$ cat src/hw/rtl/sha_pkg.sv
// Shared types and constants for the SHA-256 hash engine.
// No dependencies; used by the top level, the front end and the back end.
package sha_pkg;

    localparam int unsigned BlockBytes = 64;
    localparam int unsigned Rounds     = 64;
    localparam logic [7:0]  PadByte    = 8'h80;

    typedef logic [31:0] word_t;

    // One queued block for the compression back end.
    typedef struct packed {
        logic [511:0] block;
        logic         last;
    } blk_t;

    // Compression sequencer states.
    typedef enum logic [1:0] {
        ST_IDLE,
        ST_ROUND,
        ST_FOLD,
        ST_EMIT
    } cst_t;

    // Front end states.
    typedef enum logic [1:0] {
        FS_GATHER,
        FS_PAD,
        FS_LEN,
        FS_WAIT
    } fst_t;

    function automatic word_t round_k(input logic [5:0] i);
        word_t k;
        unique case (i)
            6'd0:  k = 32'h428a2f98; 6'd1:  k = 32'h71374491;
            6'd2:  k = 32'hb5c0fbcf; 6'd3:  k = 32'he9b5dba5;
            6'd4:  k = 32'h3956c25b; 6'd5:  k = 32'h59f111f1;
            6'd6:  k = 32'h923f82a4; 6'd7:  k = 32'hab1c5ed5;
            6'd8:  k = 32'hd807aa98; 6'd9:  k = 32'h12835b01;
            6'd10: k = 32'h243185be; 6'd11: k = 32'h550c7dc3;
            6'd12: k = 32'h72be5d74; 6'd13: k = 32'h80deb1fe;
            6'd14: k = 32'h9bdc06a7; 6'd15: k = 32'hc19bf174;
            6'd16: k = 32'he49b69c1; 6'd17: k = 32'hefbe4786;
            6'd18: k = 32'h0fc19dc6; 6'd19: k = 32'h240ca1cc;
            6'd20: k = 32'h2de92c6f; 6'd21: k = 32'h4a7484aa;
            6'd22: k = 32'h5cb0a9dc; 6'd23: k = 32'h76f988da;
            6'd24: k = 32'h983e5152; 6'd25: k = 32'ha831c66d;
            6'd26: k = 32'hb00327c8; 6'd27: k = 32'hbf597fc7;
            6'd28: k = 32'hc6e00bf3; 6'd29: k = 32'hd5a79147;
            6'd30: k = 32'h06ca6351; 6'd31: k = 32'h14292967;
            6'd32: k = 32'h27b70a85; 6'd33: k = 32'h2e1b2138;
            6'd34: k = 32'h4d2c6dfc; 6'd35: k = 32'h53380d13;
            6'd36: k = 32'h650a7354; 6'd37: k = 32'h766a0abb;
            6'd38: k = 32'h81c2c92e; 6'd39: k = 32'h92722c85;
            6'd40: k = 32'ha2bfe8a1; 6'd41: k = 32'ha81a664b;
            6'd42: k = 32'hc24b8b70; 6'd43: k = 32'hc76c51a3;
            6'd44: k = 32'hd192e819; 6'd45: k = 32'hd6990624;
            6'd46: k = 32'hf40e3585; 6'd47: k = 32'h106aa070;
            6'd48: k = 32'h19a4c116; 6'd49: k = 32'h1e376c08;
            6'd50: k = 32'h2748774c; 6'd51: k = 32'h34b0bcb5;
            6'd52: k = 32'h391c0cb3; 6'd53: k = 32'h4ed8aa4a;
            6'd54: k = 32'h5b9cca4f; 6'd55: k = 32'h682e6ff3;
            6'd56: k = 32'h748f82ee; 6'd57: k = 32'h78a5636f;
            6'd58: k = 32'h84c87814; 6'd59: k = 32'h8cc70208;
            6'd60: k = 32'h90befffa; 6'd61: k = 32'ha4506ceb;
            6'd62: k = 32'hbef9a3f7; 6'd63: k = 32'hc67178f2;
            default: k = '0;
        endcase
        return k;
    endfunction

    function automatic word_t init_value(input logic [2:0] i);
        word_t v;
        unique case (i)
            3'd0: v = 32'h6a09e667; 3'd1: v = 32'hbb67ae85;
            3'd2: v = 32'h3c6ef372; 3'd3: v = 32'ha54ff53a;
            3'd4: v = 32'h510e527f; 3'd5: v = 32'h9b05688c;
            3'd6: v = 32'h1f83d9ab; 3'd7: v = 32'h5be0cd19;
            default: v = '0;
        endcase
        return v;
    endfunction

    function automatic word_t rotr(input word_t x, input int unsigned n);
        return (x >> n) | (x << (32 - n));
    endfunction

endpackage

$ cat src/hw/rtl/sha_core.sv
// Back end: 64-round compression, one round a cycle, and digest output.
// Depends on sha_pkg.
module sha_core (
    input  logic          aclk,
    input  logic          aresetn,
    input  logic          blk_valid,
    output logic          blk_ready,
    input  sha_pkg::blk_t blk_data,
    output logic          out_valid,
    input  logic          out_ready,
    output logic [31:0]   out_word,
    output logic [2:0]    out_index,
    output logic          out_last,
    output logic          digest_done
);
    import sha_pkg::*;

    cst_t        st_reg, st_next;
    word_t       h_reg [8];
    word_t       v_reg [8];
    word_t       w_reg [16];
    logic [5:0]  rnd_reg;
    logic        last_reg;
    logic [2:0]  idx_reg;

    word_t s0, s1, wnew, t1, t2, e, a;
    logic  take, fold_done, emit_go;

    assign take      = (st_reg == ST_IDLE) && blk_valid;
    assign blk_ready = (st_reg == ST_IDLE);
    assign out_valid = (st_reg == ST_EMIT);
    assign out_word  = h_reg[idx_reg];
    assign out_index = idx_reg;
    assign out_last  = (idx_reg == 3'd7);
    assign emit_go   = out_valid && out_ready;
    assign digest_done = emit_go && out_last;
    assign fold_done = (st_reg == ST_FOLD);

    // Message schedule and round function.
    always_comb begin
        e    = v_reg[4];
        a    = v_reg[0];
        s0   = rotr(w_reg[1], 7) ^ rotr(w_reg[1], 18) ^ (w_reg[1] >> 3);
        s1   = rotr(w_reg[14], 17) ^ rotr(w_reg[14], 19) ^ (w_reg[14] >> 10);
        wnew = s1 + w_reg[9] + s0 + w_reg[0];
        t1   = v_reg[7] + (rotr(e, 6) ^ rotr(e, 11) ^ rotr(e, 25))
             + ((e & v_reg[5]) ^ (~e & v_reg[6])) + round_k(rnd_reg) + w_reg[0];
        t2   = (rotr(a, 2) ^ rotr(a, 13) ^ rotr(a, 22))
             + ((a & v_reg[1]) ^ (a & v_reg[2]) ^ (v_reg[1] & v_reg[2]));
    end

    // Next state.
    always_comb begin
        st_next = st_reg;
        unique case (st_reg)
            ST_IDLE:  if (blk_valid) st_next = ST_ROUND;
            ST_ROUND: if (rnd_reg == 6'd63) st_next = ST_FOLD;
            ST_FOLD:  st_next = last_reg ? ST_EMIT : ST_IDLE;
            ST_EMIT:  if (emit_go && out_last) st_next = ST_IDLE;
            default:  st_next = ST_IDLE;
        endcase
    end

    always_ff @(posedge aclk) begin
        if (!aresetn) begin
            st_reg  <= ST_IDLE;
            rnd_reg <= '0;
            idx_reg <= '0;
            for (int i = 0; i < 8; i++) h_reg[i] <= init_value(3'(i));
        end else begin
            st_reg <= st_next;
            if (take) begin
                rnd_reg  <= '0;
                last_reg <= blk_data.last;
                for (int i = 0; i < 8; i++) v_reg[i] <= h_reg[i];
                for (int i = 0; i < 16; i++) w_reg[i] <= blk_data.block[511 - 32*i -: 32];
            end
            if (st_reg == ST_ROUND) begin
                rnd_reg <= rnd_reg + 6'd1;
                for (int i = 0; i < 15; i++) w_reg[i] <= w_reg[i+1];
                w_reg[15] <= wnew;
                v_reg[7] <= v_reg[6];
                v_reg[6] <= v_reg[5];
                v_reg[5] <= v_reg[4];
                v_reg[4] <= v_reg[3] + t1;
                v_reg[3] <= v_reg[2];
                v_reg[2] <= v_reg[1];
                v_reg[1] <= v_reg[0];
                v_reg[0] <= t1 + t2;
            end
            if (fold_done) begin
                for (int i = 0; i < 8; i++) h_reg[i] <= h_reg[i] + v_reg[i];
                idx_reg <= '0;
            end
            if (emit_go) begin
                idx_reg <= idx_reg + 3'd1;
                if (out_last) begin
                    for (int i = 0; i < 8; i++) h_reg[i] <= init_value(3'(i));
                end
            end
        end
    end
endmodule

$ cat config.mk
export PLATFORM = sky130hd
export DESIGN_NAME = sha_core
export DESIGN_NICKNAME = d
export VERILOG_FILES = /design/src/hw/rtl/sha_pkg.sv /design/src/hw/rtl/sha_core.sv
export SDC_FILE = /design/constraint.sdc
export NUM_CORES = 2
export LEC_CHECK = 0
export BUFFER_PORTS_ARGS = -buffer_cell sky130_fd_sc_hd__buf_2
export CORE_MARGIN = 1
export CORE_UTILIZATION = 40
export CTS_BUF_LIST = sky130_fd_sc_hd__clkbuf_8 sky130_fd_sc_hd__clkbuf_16
export DETAILED_ROUTE_END_ITERATION = 12
export PLACE_DENSITY = 0.63
export SLEW_MARGIN = 0
export SYNTH_ARGS = -nofsm -noshare
export SYNTH_HDL_FRONTEND = slang
export SYNTH_SLANG_ARGS = --single-unit
$ cat constraint.sdc
create_clock -name aclk -period 52.7 [get_ports aclk]
set_input_delay 5.27 -clock aclk [delete_from_list [all_inputs] [get_ports aclk]]
set_output_delay 5.27 -clock aclk [all_outputs]
set_load 0.02 [all_outputs]
==> impl_results.html <==
<table>
<tr><th>Metric</th><th>Value</th></tr>
<tr><th colspan="2">Clocking</th></tr>
<tr><td>Setup fix buffers added after clock tree synthesis</td><td>0</td></tr>
<tr><td>Num Clock Sinks</td><td>approximately 1100</td></tr>
<tr><td>Hold-fix buffers, CTS</td><td>0</td></tr>
<tr><td>Clock slew at the register clock pins of the worst setup and hold paths</td><td>around 50 ps</td></tr>
<tr><td>CTS HTree Levels</td><td>4</td></tr>
<tr><td>Bufs on Longest Clock Path</td><td>3</td></tr>
<tr><td>TritonCTS clock tree</td><td>done</td></tr>
<tr><td>Post-cts resize count</td><td>0</td></tr>
<tr><td>Number of CTS-inserted buffers</td><td>~130</td></tr>
<tr><td>Worst-Skew Late Latency</td><td>slightly above 800 ps</td></tr>
<tr><td>Library cell used as clock root buffer</td><td>sky130_fd_sc_hd__clkbuf_16</td></tr>
<tr><th colspan="2">Logic synthesis</th></tr>
<tr><td>Number of nets produced by synthesis</td><td>slightly below 8000</td></tr>
<tr><td>Post-Syn Area</td><td>71550 um^2</td></tr>
<tr><td>Synthesized area per cell</td><td>10.66 um^2</td></tr>
<tr><td>Post-synthesis instance total</td><td>about 6700</td></tr>
<tr><td>Share of async-settable or async-resettable flops after synthesis</td><td>0%</td></tr>
<tr><td>Count of flip-flops with a built-in enable after synthesis</td><td>approximately 900</td></tr>
<tr><td>Yosys reg bits</td><td>between 1000 and 1500</td></tr>
<tr><td>Most used flip-flop cell after synthesis</td><td>sky130_fd_sc_hd__edfxtp_1</td></tr>
<tr><td>Number of warning messages in the yosys log</td><td>0</td></tr>
<tr><td>Yosys cell types</td><td>100</td></tr>
<tr><td>Part of the Yosys area used for sequential elements</td><td>between 40% and 50%</td></tr>
<tr><th colspan="2">Timing</th></tr>
<tr><td>Period utilisation layout</td><td>a little over a fifth</td></tr>
<tr><td>Setup TNS after final layout</td><td>0 ps</td></tr>
<tr><td>Crit path time final</td><td>between 10000 and 15000 ps</td></tr>
<tr><td>Final hold viol count</td><td>0</td></tr>
<tr><td>Maximum achievable frequency</td><td>around 0.090 GHz</td></tr>
<tr><td>Setup Viol. Count Final</td><td>0</td></tr>
<tr><td>Tightest Pin Transition</td><td>1096 ps</td></tr>
<tr><td>Number of max-slew violations in the final report</td><td>0</td></tr>
<tr><td>Unrepaired setup endpoints after global routing</td><td>false</td></tr>
<tr><td>Worst slew margin relative to its limit</td><td>26.91%</td></tr>
<tr><td>Final Skew</td><td>~46 ps</td></tr>
<tr><th colspan="2">Routing</th></tr>
<tr><td>Final routed wire length divided by cell count</td><td>approximately 26 um</td></tr>
<tr><td>DR DRC count</td><td>0</td></tr>
<tr><td>Aggregate routed wire length</td><td>252.6 mm</td></tr>
<tr><td>DR vias</td><td>around 56000</td></tr>
<tr><td>First drt pass iteration count</td><td>9</td></tr>
<tr><td>Via/cell ratio</td><td>roughly 5.8</td></tr>
<tr><td>Remaining antenna violation count</td><td>0</td></tr>
<tr><td>Iteration-0 DRC count of the detailed router</td><td>6068</td></tr>
<tr><th colspan="2">Hold path</th></tr>
<tr><td>Worst hold-check path type</td><td>reg2reg</td></tr>
<tr><th colspan="2">Layout</th></tr>
<tr><td>Final design area excluding fillers</td><td>~81000 um^2</td></tr>
<tr><td>Share of final-layout standard cells stronger than drive strength 1</td><td>21.03%</td></tr>
<tr><td>Number of flip-flops in the largest register</td><td>between 500 and 600</td></tr>
<tr><td>Number of nets in the final layout</td><td>~8200</td></tr>
<tr><td>Layout Area Growth over Synthesis</td><td>13.17%</td></tr>
<tr><td>Commonest non-fill, non-tap cell in the layout</td><td>sky130_fd_sc_hd__nand2_1</td></tr>
<tr><td>Commonest cells after routing, fill and taps aside</td><td>sky130_fd_sc_hd__nand2_1, sky130_fd_sc_hd__edfxtp_1, sky130_fd_sc_hd__mux2_2</td></tr>
<tr><td>Fill cell total of the finished layout</td><td>16480</td></tr>
<tr><th colspan="2">Global route</th></tr>
<tr><td>Via count of the first global-routing pass</td><td>53330</td></tr>
<tr><td>Largest net degree at the start of global routing</td><td>between 150 and 200</td></tr>
<tr><td>Antenna violations before repair</td><td>52</td></tr>
<tr><td>Final global-route overflow total</td><td>0</td></tr>
<tr><td>All-layer global routing usage</td><td>between 20% and 30%</td></tr>
<tr><td>Global-route wire length before repair</td><td>approximately 360 mm</td></tr>
<tr><th colspan="2">Outcome</th></tr>
<tr><td>Run status</td><td>finished clean</td></tr>
<tr><th colspan="2">Die</th></tr>
<tr><td>Die X</td><td>424.9 um</td></tr>
<tr><td>I/O pin count</td><td>~560</td></tr>
<tr><td>Initial core utilization</td><td>40.45%</td></tr>
<tr><td>Number of standard-cell rows in the floorplan</td><td>154</td></tr>
<tr><td>Die Footprint</td><td>roughly 180000 um^2</td></tr>
<tr><td>Core outline area</td><td>176900 um^2</td></tr>
<tr><td>Vertical extent of the die</td><td>424.9 um</td></tr>
<tr><th colspan="2">Critical path</th></tr>
<tr><td>Critical path data required time</td><td>~47000 ps</td></tr>
<tr><td>Crit path cell chain</td><td>buf_2 -&gt; nand3_1 -&gt; inv_1 -&gt; buf_2</td></tr>
<tr><td>Slowest cell on the critical path</td><td>sky130_fd_sc_hd__buf_2</td></tr>
<tr><td>Crit-path max FO</td><td>9</td></tr>
<tr><td>Cell occurring most often along the worst timing path</td><td>sky130_fd_sc_hd__buf_2</td></tr>
<tr><td>Startpoint kind of the worst setup timing path</td><td>primary input</td></tr>
<tr><td>CP max stage delay</td><td>170 ps</td></tr>
<tr><td>Crit. End Element</td><td>primary output</td></tr>
<tr><td>Critical Setup Path Class</td><td>in2out</td></tr>
<tr><td>Critical path data arrival time</td><td>5840 ps</td></tr>
<tr><th colspan="2">Placement</th></tr>
<tr><td>Detailed-placement wirelength estimate</td><td>192.4 mm</td></tr>
<tr><td>Post-place instance area</td><td>76590 um^2</td></tr>
<tr><td>Final weighted congestion in routability-driven placement</td><td>approximately 0.97</td></tr>
<tr><td>Input/output buffers</td><td>around 560</td></tr>
<tr><th colspan="2">Run</th></tr>
<tr><td>Max-Cap Viols</td><td>0</td></tr>
</table>
## synth_stat cells (14+ instances only)
| master | instances | share of area, % |
|---|---|---|
| sky130_fd_sc_hd__and3_1 | 30 | 0.26 |
| sky130_fd_sc_hd__a21oi_1 | 411 | 2.9 |
| sky130_fd_sc_hd__fa_1 | 195 | 5.5 |
| sky130_fd_sc_hd__o211ai_1 | 45 | 0.47 |
| sky130_fd_sc_hd__nand3_1 | 93 | 0.65 |
| sky130_fd_sc_hd__nor3_1 | 82 | 0.57 |
| sky130_fd_sc_hd__o31ai_1 | 32 | 0.34 |
| sky130_fd_sc_hd__nand2b_1 | 70 | 0.61 |
| sky130_fd_sc_hd__mux2i_1 | 22 | 0.31 |
| sky130_fd_sc_hd__mux4_2 | 64 | 2.0 |
| sky130_fd_sc_hd__a31oi_1 | 48 | 0.42 |
| sky130_fd_sc_hd__o21ai_1 | 15 | 0.10 |
| sky130_fd_sc_hd__mux2_2 | 576 | 9.1 |
| sky130_fd_sc_hd__o21a_1 | 39 | 0.41 |
| sky130_fd_sc_hd__ha_1 | 391 | 6.8 |
| sky130_fd_sc_hd__a21o_1 | 194 | 2.0 |
| sky130_fd_sc_hd__xor2_1 | 175 | 2.1 |
| sky130_fd_sc_hd__a311oi_1 | 15 | 0.18 |
| sky130_fd_sc_hd__dfxtp_1 | 174 | 4.9 |
| sky130_fd_sc_hd__nand4_1 | 30 | 0.26 |
| sky130_fd_sc_hd__clkbuf_1 | 276 | 1.4 |
| sky130_fd_sc_hd__nor2_1 | 301 | 1.6 |
| sky130_fd_sc_hd__nor2b_1 | 46 | 0.40 |
| sky130_fd_sc_hd__buf_1 | 41 | 0.22 |
| sky130_fd_sc_hd__and2_1 | 17 | 0.15 |
| sky130_fd_sc_hd__or3_1 | 22 | 0.19 |
| sky130_fd_sc_hd__nand2_1 | 952 | 5.0 |
| sky130_fd_sc_hd__edfxtp_1 | 897 | 38 |
| sky130_fd_sc_hd__or2_2 | 17 | 0.15 |
| sky130_fd_sc_hd__o22ai_1 | 14 | 0.12 |
| sky130_fd_sc_hd__a211oi_1 | 69 | 0.72 |
| sky130_fd_sc_hd__o21bai_1 | 46 | 0.48 |
| sky130_fd_sc_hd__inv_1 | 296 | 1.6 |
| sky130_fd_sc_hd__o21ai_0 | 392 | 2.7 |
| sky130_fd_sc_hd__xnor2_1 | 374 | 4.6 |
## per-layer routing
metal | wire length [um] | part of all wire (%) | GRT usage (%)
met5 | 252 | 0.10 | 0
met4 | 11500 | 4.6 | 11.51
met3 | 19390 | 7.7 | 4.791
met2 | 117800 | 47 | 43.62
met1 | 103700 | 41 | 36.06
## worst max-delay path, delay by kind of cell
family | cells | cell delay (ps)
simple gates | 1 | 120
buf+inv | 3 | 440
## cell families after synthesis
kind of cell	synth area share, %
XOR/XNOR	6.720
buffers and inverters	3.361
multiplexers	11.39
flip-flops	42.51
AO/OA/AOI/OAI	13.31
adder cells (fa/ha/maj)	12.35
AND/OR/NAND/NOR	10.35
## metrics by stage
step	hold WS, ps	std cells	utilization, %	setup slack, ps
6_report	495.0	9600	45.78	41590
3_3_place_gp	467.7	9342	43.30	41550
4_1_cts	492.7	9587	45.76	41590
5_1_grt	510.5	9596	45.77	41540
3_5_place_dp	482.6	9342	43.30	41590
2_1_floorplan	443.5	6709	-	13520
## final cells by class
| type | count | area, um^2 | share of cell area (%) |
|---|---|---|---|
| clock buffers | 145 | 3527 | 4.356 |
| repair buffers | 620 | 3291 | 4.064 |
| flip-flops and latches | 1071 | 30430 | 37.58 |
| clock inverters | 100 | 830.8 | 1.026 |
| diodes | 13 | 32.53 | 0.04017 |
| inverters | 303 | 1145 | 1.414 |
| multi-input cells | 5008 | 38790 | 47.91 |
| well taps | 2340 | 2928 | 3.616 |
## path summary, 6_finish.rpt
kind,depth (start not counted),start,slack [ps],to
setup / recovery,4,out_ready,41590,digest_done
hold / removal,2,h_reg[5][17],490,h_reg[5][17]
hold reg to reg,2,h_reg[5][17],490,h_reg[5][17]
setup reg to reg,31,v_reg[1][12],43990,v_reg[0][29]
Power is not shown: default switching activity piles up to over one toggle a cycle in this logic, so the estimate is an artifact.
